==> config.mk <==
export PLATFORM = sky130hd
export DESIGN_NAME = hpcq_fifo
export DESIGN_NICKNAME = d
export VERILOG_FILES = /design/src/design/hpcq_pkg.sv /design/src/design/hpcq_fifo.sv
export SDC_FILE = /design/constraint.sdc
export NUM_CORES = 1
export LEC_CHECK = 0
export ABC_AREA = 1
export BUFFER_PORTS_ARGS = -buffer_cell sky130_fd_sc_hd__buf_2
export CORE_ASPECT_RATIO = 0.9
export CORE_UTILIZATION = 30
export DETAILED_ROUTE_END_ITERATION = 8
export PLACE_DENSITY = 0.52
export SETUP_SLACK_MARGIN = 0.4
export SYNTH_ARGS = -nofsm -noshare
export SYNTH_HDL_FRONTEND = slang
export SYNTH_SLANG_ARGS = --single-unit
export TNS_END_PERCENT = 10
==> constraint.sdc <==
create_clock -name clk -period 5.2 [get_ports clk]
set_input_delay 0.52 -clock clk [delete_from_list [all_inputs] [get_ports clk]]
set_output_delay 0.52 -clock clk [all_outputs]
set_load 0.05 [all_outputs]
==> src/design/hpcq_pkg.sv <==
// Shared types, constants and header field access functions for the priority classify queue.
package hpcq_pkg;

    localparam int NUM_PRIORITIES_DEF = 16;
    localparam int RING_DEPTH_DEF = 64;
    localparam int MAX_CREDIT_DEF = 32;

    localparam int HANDLE_W = 16;
    localparam int PRIO_W = 4;
    localparam int CREDIT_W = 6;
    localparam int HDR_W = 384;
    localparam int FIFO_DEPTH = 4;

    localparam logic [15:0] ETH_QINQ = 16'h88A8;
    localparam logic [15:0] ETH_VLAN = 16'h8100;
    localparam logic [15:0] ETH_IPV4 = 16'h0800;
    localparam logic [3:0] IP_VERSION_OK = 4'd4;
    localparam logic [7:0] IP_PROTO_UDP = 8'd17;
    localparam logic [15:0] PORT_SERVER = 16'd67;
    localparam logic [15:0] PORT_CLIENT = 16'd68;

    localparam logic [0:0] CFG_DHCP_QUEUE = 1'b0;
    localparam logic [0:0] CFG_DEFAULT_QUEUE = 1'b1;

    typedef enum logic [1:0] {
        KIND_FWD  = 2'd0,
        KIND_FULL = 2'd1,
        KIND_BAD  = 2'd2
    } kind_t;

    typedef enum logic [0:0] {
        CMD_ENQ = 1'b0,
        CMD_DEQ = 1'b1
    } cmd_t;

    typedef enum logic [1:0] {
        ST_IDLE = 2'd0,
        ST_READ = 2'd1,
        ST_EMIT = 2'd2
    } state_t;

    // One classified command handed from the front to the back.
    typedef struct packed {
        cmd_t                  cmd;
        logic                  bad;
        logic [5:0]            prio;
        logic [HANDLE_W-1:0]   handle;
        logic [CREDIT_W-1:0]   credit;
    } work_t;

    function automatic logic [7:0] hdr_byte(input logic [HDR_W-1:0] hdr, input int k);
        hdr_byte = hdr[(HDR_W - 8 - 8 * k) +: 8];
    endfunction

    function automatic logic [15:0] hdr_half(input logic [HDR_W-1:0] hdr, input int k);
        hdr_half = {hdr_byte(hdr, k), hdr_byte(hdr, k + 1)};
    endfunction

endpackage

==> src/design/hpcq_fifo.sv <==
// Short queue of classified work items between the front and the back.
module hpcq_fifo (
    input  logic              clk,
    input  logic              rst_n,
    input  logic              in_valid,
    output logic              in_ready,
    input  hpcq_pkg::work_t   in_data,
    output logic              out_valid,
    input  logic              out_ready,
    output hpcq_pkg::work_t   out_data
);
    import hpcq_pkg::*;

    localparam int AW = $clog2(FIFO_DEPTH);

    work_t        mem_reg [FIFO_DEPTH];
    logic [AW-1:0] wr_reg;
    logic [AW-1:0] rd_reg;
    logic [AW:0]   cnt_reg;
    logic          push;
    logic          pop;

    assign in_ready = cnt_reg != (AW + 1)'(FIFO_DEPTH);
    assign out_valid = cnt_reg != '0;
    assign out_data = mem_reg[rd_reg];
    assign push = in_valid && in_ready;
    assign pop = out_valid && out_ready;

    always_ff @(posedge clk or negedge rst_n)
    begin
        if (!rst_n)
        begin
            wr_reg <= '0;
            rd_reg <= '0;
            cnt_reg <= '0;
        end
        else
        begin
            if (push)
            begin
                wr_reg <= wr_reg + 1'b1;
            end
            if (pop)
            begin
                rd_reg <= rd_reg + 1'b1;
            end
            cnt_reg <= cnt_reg + (AW + 1)'(push) - (AW + 1)'(pop);
        end
    end

    always_ff @(posedge clk)
    begin
        if (push)
        begin
            mem_reg[wr_reg] <= in_data;
        end
    end
endmodule

==> results.txt <==
The run finished with clean final reports. The finished layout holds 725 standard cells, fillers aside. Setup repair after global routing left no endpoint under its margin.

The critical path buffer and inverter count came out at 2. The sum of negative setup slack is 0 ns. STA classifies the critical path endpoint as a primary output. After clock tree synthesis, the clock-pin slew on the worst setup and hold paths is ~0.05 ns.

The initial antenna violation count came out at 1. The number of pins exceeding their max-slew limit in the final report was 0. The cell area power density came out at 690 nW/um^2. The standard-cell row count came out at 44. The effective utilization at floorplan came out at 0.312. From synthesis to final layout, the design area changed by 22.1%.

In this run the worst hold path is classified as in -> reg. Based on the critical path, the design can be clocked at up to 361 MHz. The number of placed I/O pins came out at 66. The number of remaining DRC errors came out at 0. Synthesis produced a netlist with a net count of 479. The flip-flop count of the largest register, all copies and words added came out at between 100 and 150. The share of the yosys chip area belonging to registers is 0.737. The number of distinct library cells after synthesis came out at 16. Of all nets on the critical path, the largest fanout is 31. The synthesized cell area is 5130 um^2. The number of hold-slack violations in the final timing report is 0. The final-stage net count is 546. The via count of the first global-routing pass came out at around 3,100. The root buffer cell chosen for the clock tree is sky130_fd_sc_hd__clkbuf_16. For this run, the slowest stage of the critical path takes 0.84 ns. The number of detailed-route iterations in the first pass came out at 4. The CTS buffer count is 17. Dividing the detail-routed wire length by the instance count gives 14.2 um. The cell count after synthesis came out at 438.

In this run the standard cell core region covers between 15,000 and 20,000 um^2. The parity-gate share of the synthesized area counting xor and xnor cells is 0. The iteration-0 DRC count of the detailed router is between 200 and 250.

After detailed placement, the design holds a cell count of about 690. The adder-cell share of the synthesized area is 0.0186. The count of inserted antenna diode cells is 0.

The final RePlAce weighted congestion is 0.693. The number of buffers inserted by post-CTS setup repair is 0. The mean area per synthesized cell came out at ~12 um^2. The worst endpoint data arrival time came out at 2.25 ns. The count of buffers inserted at the top-level ports came out at 65. The final period demand of the worst path is around 2.8 ns.

The average vias per placed instance came out at 4.38. The global-route wire length before repair came out at 16,500 um. The count of warnings emitted by yosys came out at 0. The share of the core filled with cells is 0.382. The die width came out at 140 um. The number of buffers inserted for hold repair after clock tree synthesis came out at 1. The share of the cycle needed by the critical path after routing came out at 0.533. The floorplan step defined a die boundary enclosing 17,600 um^2. Counting every sink on the clock net gives 127. The tool flagged a number of max-cap violations equal to 0. Setup violations remaining at the end of the flow were counted as 0. At the pin with the least slew margin, the transition time is 1.17 ns. The total global routing overflow is 0. The pin count of the biggest net entering global routing came out at 93. The maximum VDD drop came out at 0.399 mV. The synthesized-area fraction occupied by ao, oa, aoi and oai cells is 0.0586. The total routing usage reported by global routing is 0.128. Among cell families on the critical path, the largest total delay comes from buffers and inverters. By area, the combinational part of the netlist is dominated by simple AND/OR/NAND/NOR gates. The total wire length came out at 10,300 um. After synthesis the netlist holds a flip-flop and latch count of 127. The post-synthesis share of cell area spent on and, or, nand and nor gates is 0.132. The y dimension of the die is roughly 130 um. The post-cts sizing count is 0. The fraction of layout cells with a size suffix above 1 is 0.195. The CTS H-tree depth came out at 4. The type of the worst setup path is reg -> out.

The later pin in the worst-skew pair is clocked with a latency of slightly above 0.4 ns. TritonCTS built the clock tree. The worst-case clock buffer depth is 2.

The clock arrives with between 0.004 and 0.005 ns of skew. The static leakage is between 2 and 3 nW. The normalized max-slew margin is 0.220. Traced cell by cell, the critical path runs through inv_1 -> o21ai_0 -> nand2_1 -> buf_2. The multiplexer share of the synthesized area is 0. The number of nets still failing antenna checks after routing came out at 0. Among all stages on the critical path, the largest delay is contributed by sky130_fd_sc_hd__inv_1. The final route contains 3,173 vias. The data required time at the worst endpoint is 4.68 ns.

Detailed placement ended at an HPWL of 5750 um. The launching element type of the critical path is a flop.
report_power, final:
group | total (mW) | switching, mW | internal [mW]
clock network | 1.21 | 0.414 | 0.791
registers | 1.41 | 0.0554 | 1.36
logic | 1.70 | 1.34 | 0.361
synth_stat cells:
cell type / number / area share
sky130_fd_sc_hd__o21ai_1: 20 / 0.020
sky130_fd_sc_hd__nand3_1: 5 / 0.0049
sky130_fd_sc_hd__edfxtp_1: 120 / 0.70
sky130_fd_sc_hd__fa_1: 1 / 0.0039
sky130_fd_sc_hd__inv_2: 1 / 0.00073
sky130_fd_sc_hd__dfrtp_1: 7 / 0.034
sky130_fd_sc_hd__nor2_1: 65 / 0.048
sky130_fd_sc_hd__ha_1: 6 / 0.015
sky130_fd_sc_hd__inv_1: 45 / 0.033
sky130_fd_sc_hd__clkbuf_1: 7 / 0.0051
sky130_fd_sc_hd__buf_2: 2 / 0.0020
sky130_fd_sc_hd__buf_4: 7 / 0.010
sky130_fd_sc_hd__nand2_1: 109 / 0.080
sky130_fd_sc_hd__clkbuf_2: 1 / 0.00098
sky130_fd_sc_hd__buf_1: 2 / 0.0015
sky130_fd_sc_hd__o21ai_0: 40 / 0.039
per-layer routing:
layer / part of all wire / global-route usage
met5: 0.00078 / 0
met2: 0.46 / 0.200
met3: 0.052 / 0.0487
met1: 0.47 / 0.156
met4: 0.017 / 0.0588
worst register-to-register path, stage by stage, from the launching register on:
cell and delay (ns):
sky130_fd_sc_hd__dfrtp_1 0.42, sky130_fd_sc_hd__nor2_1 0.16, sky130_fd_sc_hd__nand2_1 0.13, sky130_fd_sc_hd__nand2_1 0.40, sky130_fd_sc_hd__ha_1 0.31, sky130_fd_sc_hd__inv_1 0.05, sky130_fd_sc_hd__ha_1 0.12, sky130_fd_sc_hd__inv_1 0.04
sky130_fd_sc_hd__fa_1 0.38, sky130_fd_sc_hd__nand3_1 0.09, sky130_fd_sc_hd__nand2_1 0.06
through the flow:
stage / worst slack, ns / hold slack [ns] / power [mW] / cell area [um^2]
4_1_cts: 2.34 / 0.302 / 4.39 / 6260
2_1_floorplan: 2.36 / 0.224 / 2.76 / 5130
6_report: 2.43 / 0.322 / 4.32 / 6260
3_3_place_gp: 2.81 / 0.364 / 3.15 / 5650
5_1_grt: 2.18 / 0.308 / 4.59 / 6260
3_5_place_dp: 2.80 / 0.365 / 3.17 / 5650
worst paths after layout:
kind                       slack (ns)  cells past startpoint             end        start
min reg2reg                      0.49                      2       rd_reg[1]    rd_reg[1]
min in group asynchronous        0.50                      2       wr_reg[0]        rst_n
max reg2reg                      2.91                     10      cnt_reg[2]   cnt_reg[1]
max in group asynchronous        4.53                      2       rd_reg[0]        rst_n
max                              2.43                      4    out_data[29]    rd_reg[0]
min                              0.32                      1  mem_reg[3][20]  in_data[20]
layout by cell type (no fill, tap or decap):
cell type                         n
sky130_fd_sc_hd__o21ai_1         20
sky130_fd_sc_hd__ha_1             6
sky130_fd_sc_hd__inv_2            1
sky130_fd_sc_hd__nor2_1          61
sky130_fd_sc_hd__clkinv_1         2
sky130_fd_sc_hd__clkbuf_16       17
sky130_fd_sc_hd__dfrtp_2          1
sky130_fd_sc_hd__fa_1             1
sky130_fd_sc_hd__bufinv_16        4
sky130_fd_sc_hd__edfxtp_1       120
sky130_fd_sc_hd__clkbuf_1         1
sky130_fd_sc_hd__o21ai_0         40
sky130_fd_sc_hd__dlygate4sd3_1    1
sky130_fd_sc_hd__nor2_4           4
sky130_fd_sc_hd__inv_1           45
sky130_fd_sc_hd__buf_2           65
sky130_fd_sc_hd__clkinvlp_4       2
sky130_fd_sc_hd__dfrtp_1          6
sky130_fd_sc_hd__buf_4            1
sky130_fd_sc_hd__nand3_1          5
sky130_fd_sc_hd__clkinv_2         6
sky130_fd_sc_hd__nand2_1        109
kinds of logic after synthesis:
| logic type | after synthesis |
|---|---|
| AO/OA/AOI/OAI | 60 |
| adder cells (fa/ha/maj) | 7 |
| buffers and inverters | 65 |
| flip-flops | 127 |
| AND/OR/NAND/NOR | 179 |
cell type report:
| class | instances | area, um^2 |
|---|---|---|
| Tap cell | 207 | 259 |
| Inverter | 46 | 173 |
| Clock buffer | 18 | 429 |
| Multi-Input combinational cell | 246 | 1100 |
| Clock inverter | 14 | 173 |
| Fill cell | 1586 | 10100 |
| Timing Repair Buffer | 67 | 343 |
| Sequential cell | 127 | 3780 |
Power figures use the tool's default switching activity.
