`config.mk`:
```
export PLATFORM = sky130hd
export DESIGN_NAME = hpcq_front
export DESIGN_NICKNAME = d
export VERILOG_FILES = /design/src/design/hpcq_pkg.sv /design/src/design/hpcq_front.sv
export SDC_FILE = /design/constraint.sdc
export NUM_CORES = 1
export LEC_CHECK = 0
export ABC_AREA = 1
export BUFFER_PORTS_ARGS = -buffer_cell sky130_fd_sc_hd__buf_2
export CAP_MARGIN = 10
export CORE_AREA = 2 2 174 176
export CTS_CLUSTER_SIZE = 24
export DETAILED_ROUTE_END_ITERATION = 8
export DIE_AREA = 0 0 176 178
export GPL_TIMING_DRIVEN = 0
export PLACE_DENSITY = 0.38
export RECOVER_POWER = 50
export SLEW_MARGIN = 0
export SYNTH_ARGS = -nofsm -noshare
export SYNTH_HDL_FRONTEND = slang
export SYNTH_SLANG_ARGS = --single-unit
```
`constraint.sdc`:
```
create_clock -name clk -period 2.85 [get_ports clk]
set_clock_uncertainty 0.05 [all_clocks]
set_input_delay 0.57 -clock clk [delete_from_list [all_inputs] [get_ports clk]]
set_output_delay 0.57 -clock clk [all_outputs]
set_load 0.01 [all_outputs]
```
`src/design/hpcq_pkg.sv`:
```
// Shared types, constants and header field access functions for the priority classify queue.
package hpcq_pkg;

    localparam int NUM_PRIORITIES_DEF = 16;
    localparam int RING_DEPTH_DEF = 64;
    localparam int MAX_CREDIT_DEF = 32;

    localparam int HANDLE_W = 16;
    localparam int PRIO_W = 4;
    localparam int CREDIT_W = 6;
    localparam int HDR_W = 384;
    localparam int FIFO_DEPTH = 4;

    localparam logic [15:0] ETH_QINQ = 16'h88A8;
    localparam logic [15:0] ETH_VLAN = 16'h8100;
    localparam logic [15:0] ETH_IPV4 = 16'h0800;
    localparam logic [3:0] IP_VERSION_OK = 4'd4;
    localparam logic [7:0] IP_PROTO_UDP = 8'd17;
    localparam logic [15:0] PORT_SERVER = 16'd67;
    localparam logic [15:0] PORT_CLIENT = 16'd68;

    localparam logic [0:0] CFG_DHCP_QUEUE = 1'b0;
    localparam logic [0:0] CFG_DEFAULT_QUEUE = 1'b1;

    typedef enum logic [1:0] {
        KIND_FWD  = 2'd0,
        KIND_FULL = 2'd1,
        KIND_BAD  = 2'd2
    } kind_t;

    typedef enum logic [0:0] {
        CMD_ENQ = 1'b0,
        CMD_DEQ = 1'b1
    } cmd_t;

    typedef enum logic [1:0] {
        ST_IDLE = 2'd0,
        ST_READ = 2'd1,
        ST_EMIT = 2'd2
    } state_t;

    // One classified command handed from the front to the back.
    typedef struct packed {
        cmd_t                  cmd;
        logic                  bad;
        logic [5:0]            prio;
        logic [HANDLE_W-1:0]   handle;
        logic [CREDIT_W-1:0]   credit;
    } work_t;

    function automatic logic [7:0] hdr_byte(input logic [HDR_W-1:0] hdr, input int k);
        hdr_byte = hdr[(HDR_W - 8 - 8 * k) +: 8];
    endfunction

    function automatic logic [15:0] hdr_half(input logic [HDR_W-1:0] hdr, input int k);
        hdr_half = {hdr_byte(hdr, k), hdr_byte(hdr, k + 1)};
    endfunction

endpackage

```
`src/design/hpcq_front.sv`:
```
// Front stage: decodes headers, picks a queue index and registers the work item.
module hpcq_front #(
    parameter int NUM_PRIORITIES = hpcq_pkg::NUM_PRIORITIES_DEF
) (
    input  logic                              clk,
    input  logic                              rst_n,
    input  logic                              in_valid,
    output logic                              in_ready,
    input  logic                              cmd,
    input  logic [hpcq_pkg::HANDLE_W-1:0]     handle,
    input  logic [hpcq_pkg::HDR_W-1:0]        hdr,
    input  logic [hpcq_pkg::CREDIT_W-1:0]     credit,
    input  logic [3:0]                        high_prio,
    input  logic [3:0]                        low_prio,
    output logic                              w_valid,
    input  logic                              w_ready,
    output hpcq_pkg::work_t                   w_data
);
    import hpcq_pkg::*;

    logic   valid_reg;
    work_t  data_reg;
    work_t  cls;

    function automatic logic [5:0] sat_q(input logic [5:0] q);
        sat_q = (int'(q) >= NUM_PRIORITIES) ? 6'(NUM_PRIORITIES - 1) : q;
    endfunction

    function automatic logic [6:0] ip_prio(input logic [HDR_W-1:0] h, input int ip,
                                           input logic [5:0] l2, input logic [5:0] hp);
        logic [7:0] vihl;
        logic [7:0] tos;
        logic [5:0] dscp;
        logic [5:0] p;
        logic [6:0] v;
        logic [15:0] sp;
        logic [15:0] dp;
        logic bad;
        vihl = hdr_byte(h, ip);
        tos = hdr_byte(h, ip + 1);
        dscp = tos[7:2];
        p = l2;
        bad = vihl[7:4] != IP_VERSION_OK;
        v = 7'(NUM_PRIORITIES - 1) - {1'b0, dscp};
        if (dscp != 6'd0)
        begin
            p = v[6] ? 6'd0 : v[5:0];
        end
        sp = hdr_half(h, ip + 20);
        dp = hdr_half(h, ip + 22);
        if (hdr_byte(h, ip + 9) == IP_PROTO_UDP &&
            ((sp == PORT_SERVER && dp == PORT_CLIENT) || (sp == PORT_CLIENT && dp == PORT_SERVER)))
        begin
            p = hp;
        end
        ip_prio = {bad, p};
    endfunction

    always_comb
    begin
        logic [15:0] et;
        logic [15:0] stag;
        logic [15:0] ctag;
        logic [2:0] spcp;
        logic [2:0] cpcp;
        logic [6:0] r;
        et = hdr_half(hdr, 12);
        stag = hdr_half(hdr, 14);
        ctag = hdr_half(hdr, 18);
        spcp = stag[15:13];
        cpcp = ctag[15:13];
        cls.cmd = cmd_t'(cmd);
        cls.handle = handle;
        cls.credit = credit;
        cls.bad = 1'b0;
        cls.prio = 6'd0;
        r = 7'd0;
        if (et == ETH_QINQ)
        begin
            if (hdr_half(hdr, 16) != ETH_VLAN)
            begin
                cls.bad = 1'b1;
            end
            else
            begin
                r = ip_prio(hdr, 22, {3'd0, (spcp != 3'd0) ? spcp : cpcp},
                            sat_q({2'd0, high_prio}));
                cls.bad = r[6];
                cls.prio = sat_q(r[5:0]);
            end
        end
        else if (et == ETH_IPV4)
        begin
            r = ip_prio(hdr, 14, sat_q({2'd0, low_prio}), sat_q({2'd0, high_prio}));
            cls.bad = r[6];
            cls.prio = sat_q(r[5:0]);
        end
        if (cls.bad)
        begin
            cls.prio = 6'd0;
        end
    end

    assign in_ready = !valid_reg || w_ready;
    assign w_valid = valid_reg;
    assign w_data = data_reg;

    always_ff @(posedge clk or negedge rst_n)
    begin
        if (!rst_n)
        begin
            valid_reg <= 1'b0;
        end
        else if (in_ready)
        begin
            valid_reg <= in_valid;
        end
    end

    always_ff @(posedge clk)
    begin
        if (in_ready && in_valid)
        begin
            data_reg <= cls;
        end
    end
endmodule

```
==> results of run 1 <==
==> cell families (layout without fill, tap and decap cells) <==
logic type,Yosys count,after routing,synth area share (%)
other,1,5,0.1939
adders and majority gates,2,2,1.293
buffers and inverters,36,240,6.986
and+or+nand+nor,169,169,38.49
AOI/OAI and AO/OA,18,18,5.175
DFF,31,31,47.87
==> worst max-delay path: stages <==
cell,delay (ps)
sky130_fd_sc_hd__buf_2,100
sky130_fd_sc_hd__nor2_1,240
sky130_fd_sc_hd__nand2_1,90
sky130_fd_sc_hd__nor2_1,160
sky130_fd_sc_hd__nand2_1,90
sky130_fd_sc_hd__nor2_2,220
sky130_fd_sc_hd__nand2_2,120
sky130_fd_sc_hd__nand2_1,80
sky130_fd_sc_hd__nand3_1,60
sky130_fd_sc_hd__a21oi_1,220
==> final cells by class <==
class | instances | area (um^2)
antenna | 3 | 7.507
tap | 390 | 488.0
fill | 3421 | 25840
multi-input combinational | 191 | 877.1
timing repair buffer | 196 | 991.0
sequential | 31 | 925.9
clock buffer | 8 | 136.4
inverter | 36 | 135.1
==> stage by stage <==
stage / power, mW / TNS [ps] / utilization [%] / instances / worst slack (ps)
6_report: 1.270 / 0 / 12.11 / 855 / 936.4
3_5_place_dp: 0.8012 / 0 / 11.70 / 844 / 464.5
3_3_place_gp: 0.7928 / -15970 / 11.57 / 843 / -533.4
4_1_cts: 1.299 / 0 / 12.17 / 852 / 737.7
2_1_floorplan: 0.6255 / 0 / - / 258 / 277.9
5_1_grt: 1.345 / 0 / 12.09 / 852 / 615.6
==> per-layer routing <==
metal | GRT usage [%] | vias to the layer above | wire length, um
met5 | 0 | - | 44
met4 | 0.6198 | 8 | 34
met3 | 2.259 | 10 | 905
met2 | 11.38 | 110 | 4952
met1 | 6.004 | 1000 | 3524
li1 | - | 1242 | -
==> flip-flops by register name, indices dropped and copies added, names as in the netlist <==
name	cells
w_data	30
w_valid	1
==> path summary, 6_finish.rpt <==
path                            slack [ps]    endpoint  cells past startpoint  startpoint
worst min-delay path                    20     w_valid                      1       rst_n
max in group asynchronous             2610     w_valid                      1       rst_n
min in group clk                       430   w_data[0]                      1   credit[0]
worst max register to register        1140  w_data[19]                      2     w_valid
worst min register to register         490     w_valid                      2     w_valid
worst max-delay path                   940  w_data[22]                     10     hdr[83]
==> power breakdown <==
part           switching, mW  internal, mW  leakage [nW]  total [mW]
combinational          0.120         0.125          1.25       0.245
sequential           0.00632         0.529         0.299       0.535
clock                  0.166         0.324        0.0652       0.489
==> Yosys cell counts, drive strengths merged <==
library cell  instances  area [um^2]
nor2                 68        265.3
nand2                53        201.5
inv                  35        131.4
edfxtp               30        900.9
nand3                25        125.1
a21oi                 9        48.80
o21ai                 8        43.79
nand3b                7        52.55
or2                   6        37.54
nor3                  5        30.03
nand4                 3        18.77
ha                    2        25.02
and3                  1        7.510
clkinv                1        3.750
conb                  1        3.750
dfrtp                 1        25.02
nor4                  1        6.260
o21bai                1        7.510
==> results.env, run 1 <==
FLOORPLAN.DIE_AREA_UM2=31330
CLOCK.FMAX_GHz=0.5226
DIE_WIDTH_UM=176
FINAL_LAYOUT_SIZE_SUFFIX_GT1_SHARE_PCT=43.94
PERIOD_NEEDED_PS=1914
DETAILED_PLACE.AREA_UM2=3441
VDD.IR_DROP.WORST_mV=0.2291
GRT_FIRST_PASS_WIRELENGTH_MM=13.28
CTS-RESIZED-GATES=0
CTS.SINK_COUNT=31
YOSYS.CELL_TYPES.COUNT=26
CTS.REPAIR_TIMING.SETUP_BUFFER_COUNT=0
SETUP.WORST_PATH.START_CLASS='input port'
HOLD_PATH_CLASS='in2async'
CORE.ROWCOUNT=63
MAXCAPVIOLATIONS=0
LAYOUT-AREA-OVERHEAD-VS-SYNTH_PCT=84.09
GPL.FINAL_WEIGHTED_CONGESTION=0.6770
WORST-PATH-MAX-FANOUT=5
CTS-ROOT-BUF='sky130_fd_sc_hd__clkbuf_16'
TRITONCTS_CLOCK_TREE='done'
TRITONCTS.NUM_BUFFERS=5
LEAKAGE_nW=1.619
WORSTSKEWPAIRLATENCY_PS=260
ACTUAL_SLEW_AT_THE_WORST_MAX_SLEW_PIN_PS=871.4
VIAS_PER_CELL=2.772
POSTROUTEWIRELENGTH_MM=9.459
HOLD_VIOL_FINAL=0
FINALCRITPERIODSHARE_PCT=67.15
CLOCK_TREE.BUFFER_DEPTH=2
VIA_COUNT=2370
SETUP_VIOL=0
NUMBER_OF_MAX_SLEW_VIOLATIONS_IN_THE_FINAL_REPORT=0
CP.REQUIRED_PS=2880
CP.ARRIVAL_PS=1950
PATH_CLK_SLEW_PS=50
DETAILED_PLACE_HPWL_MM=8.676
COMMONEST_NON_FILL_NON_TAP_CELLS_IN_THE_LAYOUT='185 x sky130_fd_sc_hd__buf_2, 64 x sky130_fd_sc_hd__nor2_1, 52 x sky130_fd_sc_hd__nand2_1'
YOSYS_REGISTER_BITS=31
SLEW_MARGIN_REL_PCT=41.91
STATUS='completed'
WORST_HOLD_SLACK_PS=21.96
FINAL_COMMON_CELL='sky130_fd_sc_hd__buf_2'
POWER_DENSITY_nW_PER_UM2=356.6
CRITICAL_PATH.ENDPOINT_TYPE='flip-flop'
DESIGN.PORTCOUNT=451
GRT_ANTENNA_BEFORE_REPAIR=7
COREAREA_UM2=29400
GRT_UTIL_OVERALL_PCT=5.816
WL_PER_CELL_UM=11.06
SYNTH.YOSYS.SEQ_AREA_SHARE_PCT=47.87
NETLIST_AREA_UM2=1934
ROUTER_ITERATIONS_BEFORE_ANTENNA_REPAIR=4
TOTAL_NUMBER_OF_NETS_IN_THE_FINAL_DESIGN=882
SYNTH_WARNINGS=0
COUNT_OF_INPUT_AND_OUTPUT_BUFFERS=195
INITIALDRTVIOLATIONCOUNT=56
NUMBER_OF_GLOBAL_ROUTE_VIAS_BEFORE_REPAIR=2442
NUMBER_OF_STANDARD_CELLS_AFTER_SYNTHESIS=257
FLOORPLAN.DIE.HEIGHT_UM=178
MAPPED_AVG_CELL_AREA_UM2=7.527
CTS-HTREE-LEVELS=2
WORSTSETUPPATHTYPE='in2reg'
START_UTIL_PCT=6.579
DETAIL-ROUTE-ANTENNA-NETS=0
GRT_SETUP_UNREPAIRED='no'
GR-TOTAL-OVERFLOW=0
POST-ROUTE-DRC-COUNT=0
POSTCTSHOLDBUFS=0
GRT_MAX_DEGREE=25
DESIGN_AREA_UM2=3561
Note: power is estimated with default switching activity, not from simulation.
==> run 2: changes to the inputs <==
==> constraint.sdc (replaced) <==
create_clock -name clk -period 1.8 [get_ports clk]
set_clock_uncertainty 0.05 [all_clocks]
set_input_delay 0.36 -clock clk [delete_from_list [all_inputs] [get_ports clk]]
set_output_delay 0.36 -clock clk [all_outputs]
set_load 0.01 [all_outputs]
==> results.env, run 2 (synthesis gave the netlist of run 1 again) <==
CP.REQUIRED_PS=1760  # was 2880 ps
FLOORPLAN.DIE.HEIGHT_UM=178  # unchanged
NUMBER_OF_GLOBAL_ROUTE_VIAS_BEFORE_REPAIR=2384  # was 2,442
DIE_WIDTH_UM=176  # unchanged
POWER_DENSITY_nW_PER_UM2=563.0  # was 356.6 nW/um^2
COMMONEST_NON_FILL_NON_TAP_CELLS_IN_THE_LAYOUT='168 x sky130_fd_sc_hd__buf_2, 63 x sky130_fd_sc_hd__nor2_1, 52 x sky130_fd_sc_hd__nand2_1'  # was 185 x sky130_fd_sc_hd__buf_2, 64 x sky130_fd_sc_hd__nor2_1, 52 x sky130_fd_sc_hd__nand2_1
INITIALDRTVIOLATIONCOUNT=77  # was 56
ROUTER_ITERATIONS_BEFORE_ANTENNA_REPAIR=4  # unchanged
GRT_FIRST_PASS_WIRELENGTH_MM=13.44  # was 13.28 mm
WL_PER_CELL_UM=11.13  # was 11.06 um
CLOCK_TREE.BUFFER_DEPTH=2  # unchanged
FINAL_COMMON_CELL='sky130_fd_sc_hd__buf_2'  # unchanged
ACTUAL_SLEW_AT_THE_WORST_MAX_SLEW_PIN_PS=529.4  # was 871.4 ps
CLOCK.FMAX_GHz=0.6149
CRITICAL_PATH.CELL_CHAIN='buf_2, inv_1, ha_1, inv_1, nor2_2, nand3_1, clkinv_1, nand2_1, a21oi_1, nand2_1, nand3_1, a21oi_1'  # was buf_2, nor2_1, nand2_1, nor2_1, nand2_1, nor2_2, nand2_2, nand2_1, nand3_1, a21oi_1
CTS.SINK_COUNT=31  # unchanged
COUNT_OF_INPUT_AND_OUTPUT_BUFFERS=195  # unchanged
TOTAL_NUMBER_OF_NETS_IN_THE_FINAL_DESIGN=883  # was 882
DETAIL-ROUTE-ANTENNA-NETS=0  # unchanged
POSTROUTEWIRELENGTH_MM=9.537  # was 9.459 mm
DPL_WORST_SLACK_PS=-160.7  # was 464.5 ps
CTS-HTREE-LEVELS=2  # unchanged
CRITPATHSLOWESTCELL='sky130_fd_sc_hd__ha_1'  # was sky130_fd_sc_hd__nor2_1
NUMBER_OF_MAX_SLEW_VIOLATIONS_IN_THE_FINAL_REPORT=0  # unchanged
POWER_mW=2.011  # was 1.270 mW
PERIOD_NEEDED_PS=1626
DETAILED_PLACE.AREA_UM2=3441  # unchanged
LEAKAGE_nW=1.577  # was 1.619 nW
GRT_UTIL_OVERALL_PCT=5.958  # was 5.816%
CRIT_PATH_MAX_INCR_DELAY_PS=180  # was 240 ps
LAYOUT-AREA-OVERHEAD-VS-SYNTH_PCT=84.61  # was 84.09%
FINALNONFILLERCELLS=857  # was 855
CP.ARRIVAL_PS=1580  # was 1950 ps
FLOORPLAN.DIE_AREA_UM2=31330  # unchanged
SLEW_MARGIN_REL_PCT=64.63  # was 41.91%
HOLD_PATH_CLASS='in2reg'  # was in2async
DESIGN_AREA_UM2=3571  # was 3561 um^2
CTS.REPAIR_TIMING.SETUP_BUFFER_COUNT=0  # unchanged
WORSTHOLDSTART='handle[7]'
POST-ROUTE-DRC-COUNT=0  # unchanged
VDD.IR_DROP.WORST_mV=0.3043  # was 0.2291 mV
GRT_SETUP_UNREPAIRED='no'  # unchanged
WORSTSETUPPATHTYPE='in2reg'  # unchanged
CORE.ROWCOUNT=63  # unchanged
COREAREA_UM2=29400  # unchanged
CTS-ROOT-BUF='sky130_fd_sc_hd__clkbuf_16'  # unchanged
GR-TOTAL-OVERFLOW=0  # unchanged
GRT_ANTENNA_BEFORE_REPAIR=7  # unchanged
WORST-PATH-MAX-FANOUT=4  # was 5
TRITONCTS.NUM_BUFFERS=5  # unchanged
SETUP_VIOL=0  # unchanged
WORSTSKEWPAIRLATENCY_PS=270  # was 260 ps
FINAL_CORE_UTIL_PCT=12.15  # was 12.11%
GRT_MAX_DEGREE=19  # was 25
VIA_COUNT=2390  # was 2,370
MAXCAPVIOLATIONS=0  # unchanged
REG2REG_SETUP_SLACK_PS=330  # was 1140 ps
FINAL_LAYOUT_SIZE_SUFFIX_GT1_SHARE_PCT=40.60  # was 43.94%
DETAILED_PLACE_HPWL_MM=8.807  # was 8.676 mm
HOLD_VIOL_FINAL=0  # unchanged
VIAS_PER_CELL=2.789  # was 2.772
LAUNCH_INSTANCE_OF_THE_WORST_REGISTER_TO_REGISTER_PATH='w_valid'  # unchanged
TRITONCTS_CLOCK_TREE='done'  # unchanged
TIMING.SETUP.TNS_PS=0  # unchanged
PATH_CLK_SLEW_PS=50  # about the same
SETUP.WORST_PATH.START='hdr[198]'  # was hdr[83]
POSTLAYOUTSETUPSLACKWORST_PS=173.7  # was 936.4 ps
STATUS='completed'  # unchanged
START_UTIL_PCT=6.579  # unchanged
CRITICAL_PATH.ENDPOINT_TYPE='flip-flop'  # unchanged
FINALCRITPERIODSHARE_PCT=90.35
DP_CELLS=844  # unchanged
WORST_HOLD_SLACK_PS=215.4  # was 21.96 ps
SETUP.WORST_PATH.START_CLASS='input port'  # unchanged
GPL.FINAL_WEIGHTED_CONGESTION=0.6930  # was 0.6770
NUMBER_OF_FLIP_FLOPS_UNDER_THE_LARGEST_REGISTER_NAME=30  # unchanged
DESIGN.PORTCOUNT=451  # unchanged
run 2: metal layers:
layer	GRT usage (%)	wire (um)
met1	6.113	3494
met3	2.685	1058
met2	11.09	4807
met5	0	34
met4	1.343	141
run 2: power by group:
| group | switching [mW] | internal (mW) |
|---|---|---|
| Clock | 0.271 | 0.502 |
| Combinational | 0.195 | 0.195 |
| Sequential | 0.0102 | 0.838 |
| Total | 0.477 | 1.53 |
run 2: worst max-delay path, delay by kind of cell:
kind            cells  cell delay [ps]
simple gates        5              490
compound gates      2              230
fa+ha+maj           1              180
buf+inv             4              330
run 2: area by class of cell:
type                            instances  area [um^2]
Clock buffer                            6        128.9
Multi-Input combinational cell        191        895.9
Clock inverter                          2        7.507
Sequential cell                        31        925.9
Timing Repair Buffer                  197        979.7
Inverter                               36        135.1
Fill cell                            3419        25830
Antenna cell                            4        10.01
Tap cell                              390        488.0
run 2: path summary, 6_finish.rpt:
path	cells past startpoint	to
setup / recovery	12	w_data[24]
hold / removal	1	w_data[13]
setup reg to reg	2	w_data[8]
hold reg to reg	2	w_valid
max in group asynchronous	2	w_valid
min in group asynchronous	2	w_valid
run 2: repair_timing:
| action | in CTS | in global routing |
|---|---|---|
| resized for setup | 0 | 2 |
| endpoints found under the setup margin | 0 | 4 |
| hold buffers | 1 | 0 |
| hold endpoints to repair | 1 | 0 |
==> run 3: changes to the inputs <==
--- a/config.mk
+++ b/config.mk
@@ -5,16 +5,17 @@
 export SDC_FILE = /design/constraint.sdc
 export NUM_CORES = 1
 export LEC_CHECK = 0
-export ABC_AREA = 1
+export ABC_CLOCK_PERIOD_IN_PS = 1800
 export BUFFER_PORTS_ARGS = -buffer_cell sky130_fd_sc_hd__buf_2
 export CAP_MARGIN = 10
-export CORE_AREA = 2 2 174 176
+export CORE_AREA = 2 2 173 175
 export CTS_CLUSTER_SIZE = 24
 export DETAILED_ROUTE_END_ITERATION = 8
-export DIE_AREA = 0 0 176 178
+export DIE_AREA = 0 0 175 177
 export GPL_TIMING_DRIVEN = 0
-export PLACE_DENSITY = 0.38
+export PLACE_DENSITY = 0.37
 export RECOVER_POWER = 50
+export REMOVE_ABC_BUFFERS = 1
 export SLEW_MARGIN = 0
 export SYNTH_ARGS = -nofsm -noshare
 export SYNTH_HDL_FRONTEND = slang
==> results.env, run 3 <==
DETAILED_PLACE.AREA_UM2=3122  # was 3441 um^2
POWER.COMBINATIONAL.FRACTION_PCT=17.0  # was 19.4%
POST-SYNTH-TOP-AREA-FRACTION_PCT=54.50  # was 46.57%
TOTAL_NUMBER_OF_NETS_IN_THE_FINAL_DESIGN=762  # was 883
COMMONEST_NON_FILL_NON_TAP_CELLS_IN_THE_LAYOUT='172 x sky130_fd_sc_hd__buf_2, 30 x sky130_fd_sc_hd__edfxtp_1, 19 x sky130_fd_sc_hd__clkbuf_1'  # was 168 x sky130_fd_sc_hd__buf_2, 63 x sky130_fd_sc_hd__nor2_1, 52 x sky130_fd_sc_hd__nand2_1
SYNTH_TOP_CELL_BY_AREA='sky130_fd_sc_hd__edfxtp_1'  # unchanged
SYNTH.YOSYS.SEQ_AREA_SHARE_PCT=56.02  # was 47.87%
STATUS='finished with violations'  # was completed
FINALNONFILLERCELLS=740  # was 857
DP_CELLS=721  # was 844
GRT_MAX_DEGREE=31  # was 19
CLOCK_TREE.BUFFER_DEPTH=2  # unchanged
POWER.SHARE.CLOCK_PCT=44.1  # was 38.4%
GRT_FIRST_PASS_WIRELENGTH_MM=11.34  # was 13.44 mm
CPLARGESTDELAYFAMILY='simple AND/OR/NAND/NOR gates'  # unchanged
ACTUAL_SLEW_AT_THE_WORST_MAX_SLEW_PIN_PS=760.3  # was 529.4 ps
WORSTSETUPPATHTYPE='in2reg'  # unchanged
CTS-ROOT-BUF='sky130_fd_sc_hd__clkbuf_16'  # unchanged
POST-ROUTE-DRC-COUNT=0  # unchanged
GR-TOTAL-OVERFLOW=0  # unchanged
CP.BUFFERS_INVERTERS=2  # was 4
PERIOD_NEEDED_PS=1815  # was 1626 ps
REG2REG_SETUP_SLACK_PS=200  # was 330 ps
CTS.SINK_COUNT=31  # unchanged
HOLD_CRITICAL_PATH_DEPTH=1  # unchanged
CORE.ROWCOUNT=63  # unchanged
DETAIL-ROUTE-ANTENNA-NETS=0  # unchanged
SETUP.WORST_PATH.START_CLASS='input port'  # unchanged
LAYOUT-AREA-OVERHEAD-VS-SYNTH_PCT=109.2  # was 84.61%
CP.REQUIRED_PS=1770  # was 1760 ps
DESIGN.PORTCOUNT=451  # unchanged
MAPPED_AVG_CELL_AREA_UM2=12.24  # was 7.527 um^2
NUMBER_OF_MAX_SLEW_VIOLATIONS_IN_THE_FINAL_REPORT=0  # unchanged
COUNT_OF_INPUT_AND_OUTPUT_BUFFERS=195  # unchanged
PATH_CLK_SLEW_PS=60  # was 50 ps
NUMBER_OF_FLIP_FLOPS_UNDER_THE_LARGEST_REGISTER_NAME=30  # unchanged
POSTROUTEWIRELENGTH_MM=8.278  # was 9.537 mm
GPL.FINAL_WEIGHTED_CONGESTION=0.6786  # was 0.6930
WORSTSKEWPAIRLATENCY_PS=270  # about the same
VIAS_PER_CELL=2.653  # was 2.789
POSTLAYOUTSETUPSLACKWORST_PS=-14.58  # was 173.7 ps
SLEW_MARGIN_REL_PCT=49.31  # was 64.63%
YOSYS.CELL_TYPES.COUNT=30  # was 26
DIE_WIDTH_UM=175  # was 176 um
HOLD_VIOL_FINAL=0  # unchanged
SEQ_POWER_SHARE_PCT=38.9  # was 42.2%
CRITICAL_PATH.CELL_CHAIN='buf_2, nor4_2, nand3b_1, a2111oi_4, buf_6, mux2i_2, o22ai_2'  # was buf_2, inv_1, ha_1, inv_1, nor2_2, nand3_1, clkinv_1, nand2_1, a21oi_1, nand2_1, nand3_1, a21oi_1
NUMBER_OF_GLOBAL_ROUTE_VIAS_BEFORE_REPAIR=1903  # was 2,384
VDD.IR_DROP.WORST_mV=0.2670  # was 0.3043 mV
NETLIST_AREA_UM2=1653  # was 1934 um^2
CRITPATHSLOWESTCELL='sky130_fd_sc_hd__a2111oi_4'  # was sky130_fd_sc_hd__ha_1
INTERNAL_POWER_mW=1.678  # was 1.534 mW
GRT_ANTENNA_BEFORE_REPAIR=11  # was 7
GRT_SETUP_UNREPAIRED='yes'  # was no
CRITICAL_PATH.ENDPOINT_TYPE='flip-flop'  # unchanged
SYNTH_ASYNC_SR_FLOP_SHARE_PCT=3.226  # unchanged
POWER_DENSITY_nW_PER_UM2=628.3  # was 563.0 nW/um^2
YOSYS.CELL_COUNT.TOP_TYPE='sky130_fd_sc_hd__edfxtp_1'  # was sky130_fd_sc_hd__nor2_1
TIMING.CRITICAL_PATH.DEPTH=7  # was 12
SETUP_VIOL=2  # was 0
SYNTH-EDFF-COUNT=30  # unchanged
YOSYS_REGISTER_BITS=31  # unchanged
CP.ARRIVAL_PS=1780  # was 1580 ps
VIA_COUNT=1963  # was 2,390
ROUTER_ITERATIONS_BEFORE_ANTENNA_REPAIR=3  # was 4
SYNTH.CELLS.MOST_FREQUENT='30 x sky130_fd_sc_hd__edfxtp_1, 13 x sky130_fd_sc_hd__nor2_1, 11 x sky130_fd_sc_hd__nor4_1, 11 x sky130_fd_sc_hd__nor4b_1, 9 x sky130_fd_sc_hd__mux2i_1'  # was 64 x sky130_fd_sc_hd__nor2_1, 52 x sky130_fd_sc_hd__nand2_1, 35 x sky130_fd_sc_hd__inv_1, 30 x sky130_fd_sc_hd__edfxtp_1, 25 x sky130_fd_sc_hd__nand3_1
FINAL_COMMON_CELL='sky130_fd_sc_hd__buf_2'  # unchanged
FINAL_LAYOUT_SIZE_SUFFIX_GT1_SHARE_PCT=59.65  # was 40.60%
HOLD_PATH_CLASS='in2reg'  # unchanged
INITIALDRTVIOLATIONCOUNT=38  # was 77
FINALCRITPERIODSHARE_PCT=100.8  # was 90.35%
SWITCHING_POWER_mW=0.4936  # was 0.4765 mW
SYNTHTOPCELLSBYAREA='sky130_fd_sc_hd__edfxtp_1 55%, sky130_fd_sc_hd__nor4b_1 5.8%, sky130_fd_sc_hd__mux2i_1 5.5%'  # was sky130_fd_sc_hd__edfxtp_1 47%, sky130_fd_sc_hd__nor2_1 12%, sky130_fd_sc_hd__nand2_1 10%
TRITONCTS_CLOCK_TREE='done'  # unchanged
MAXCAPVIOLATIONS=0  # unchanged
FINAL_CORE_UTIL_PCT=11.82  # was 12.15%
CTS-HTREE-LEVELS=2  # unchanged
COREAREA_UM2=29240  # was 29,400 um^2
WL_PER_CELL_UM=11.19  # was 11.13 um
CLOCK.FMAX_GHz=0.5511  # was 0.6149 GHz
YS.FLOP_TYPE='sky130_fd_sc_hd__edfxtp_1'  # unchanged
FAILED_CHECKS='setup timing'
NUMBER_OF_STANDARD_CELLS_AFTER_SYNTHESIS=135  # was 257
GRT_UTIL_OVERALL_PCT=5.043  # was 5.958%
START_UTIL_PCT=5.652  # was 6.579%
LEAKAGE_nW=1.347  # was 1.577 nW
DETAILED_PLACE_HPWL_MM=7.433  # was 8.807 mm
WORST-PATH-MAX-FANOUT=4  # unchanged
FF2FF_PATH_DEPTH=2  # unchanged
DESIGN_AREA_UM2=3457  # was 3571 um^2
TRITONCTS.NUM_BUFFERS=5  # unchanged
POWER.SHARE.SWITCHING_PCT=22.73  # was 23.70%
FLOORPLAN.DIE.HEIGHT_UM=177  # was 178 um
SYNTH_WARNINGS=0  # unchanged
CRIT_PATH_MAX_INCR_DELAY_PS=330  # was 180 ps
FLOORPLAN.DIE_AREA_UM2=30980  # was 31,330 um^2
## run 3: changes by cell type after synthesis, moves of 5 or more
cell,change
sky130_fd_sc_hd__nand2_1,-45
sky130_fd_sc_hd__nor4b_1,+11
sky130_fd_sc_hd__inv_1,-30
sky130_fd_sc_hd__mux2i_1,+9
sky130_fd_sc_hd__nand3_1,-21
sky130_fd_sc_hd__nand3b_1,-5
sky130_fd_sc_hd__a21oi_1,-5
sky130_fd_sc_hd__nor2b_1,+5
sky130_fd_sc_hd__o21ai_0,-6
sky130_fd_sc_hd__nor2_1,-51
sky130_fd_sc_hd__nor4_1,+10
## run 3: cell families (layout without fill, tap and decap cells)
logic type,Yosys count,count (layout),share of synthesized area [%]
AO/OA/AOI/OAI,18,18,9.690
adder cells (fa/ha/maj),2,2,1.514
multiplexers,9,9,5.451
buffers and inverters,5,211,1.136
other,1,10,0.2269
AND/OR/NAND/NOR,69,69,25.97
flip-flops,31,31,56.02
## run 3: repair_timing
item	in CTS	in global routing
setup endpoints to repair	4	4
pin swaps	5	12
hold buffers	1	0
setup buffers	1	1
gates resized for setup	6	19
endpoints found under the hold margin	1	0
## run 3: stage by stage
stage	worst slack [ps]	hold WS, ps	total power, mW	setup TNS [ps]
3_3_place_gp	-738.3	85.53	1.206	-15540
2_1_floorplan	-127.2	14.41	0.9562	-493.2
3_5_place_dp	-772.9	85.95	1.208	-3017
4_1_cts	-172.8	202.8	2.196	-573.3
6_report	-14.58	207.4	2.172	-19.12
5_1_grt	-114.1	195.3	2.292	-343.7
## run 3: layout make-up
type	count	area, um^2
diodes	8	20.02
clock buffers	5	125.1
inverters	5	18.77
repair buffers	198	1006
fillers	3337	25790
flip-flops and latches	31	925.9
well taps	390	488.0
clock inverters	3	38.79
multi-input cells	100	834.6
## run 3: metal layers
metal | share of wire [%] | GRT usage (%) | up-vias
met4 | 0.83 | 1.042 | 6
met1 | 40 | 5.743 | 855
met3 | 12 | 2.792 | 13
met5 | 0.45 | 0 | -
li1 | - | - | 980
met2 | 46 | 8.300 | 109
## run 3: worst paths after layout
kind | start | to
worst min register to register | w_valid | w_valid
worst max-delay path | hdr[41] | w_data[22]
max in group asynchronous | rst_n | w_valid
worst min-delay path | handle[1] | w_data[7]
worst max register to register | w_valid | w_data[0]
min in group asynchronous | rst_n | w_valid
## run 3: power by group through the flow
stage,clock network (mW),registers (mW),logic [mW]
floorplan,0,0.882,0.0740
global placement,0,0.860,0.345
detailed placement,0,0.860,0.348
CTS,0.991,0.846,0.359
global route,1.03,0.849,0.409
finish,0.958,0.846,0.368
## run 3: worst register-to-register path, stage by stage, from the launching register on
cell and delay (ps):
sky130_fd_sc_hd__dfrtp_1 380, sky130_fd_sc_hd__nand2b_1 110, sky130_fd_sc_hd__and2_2 660
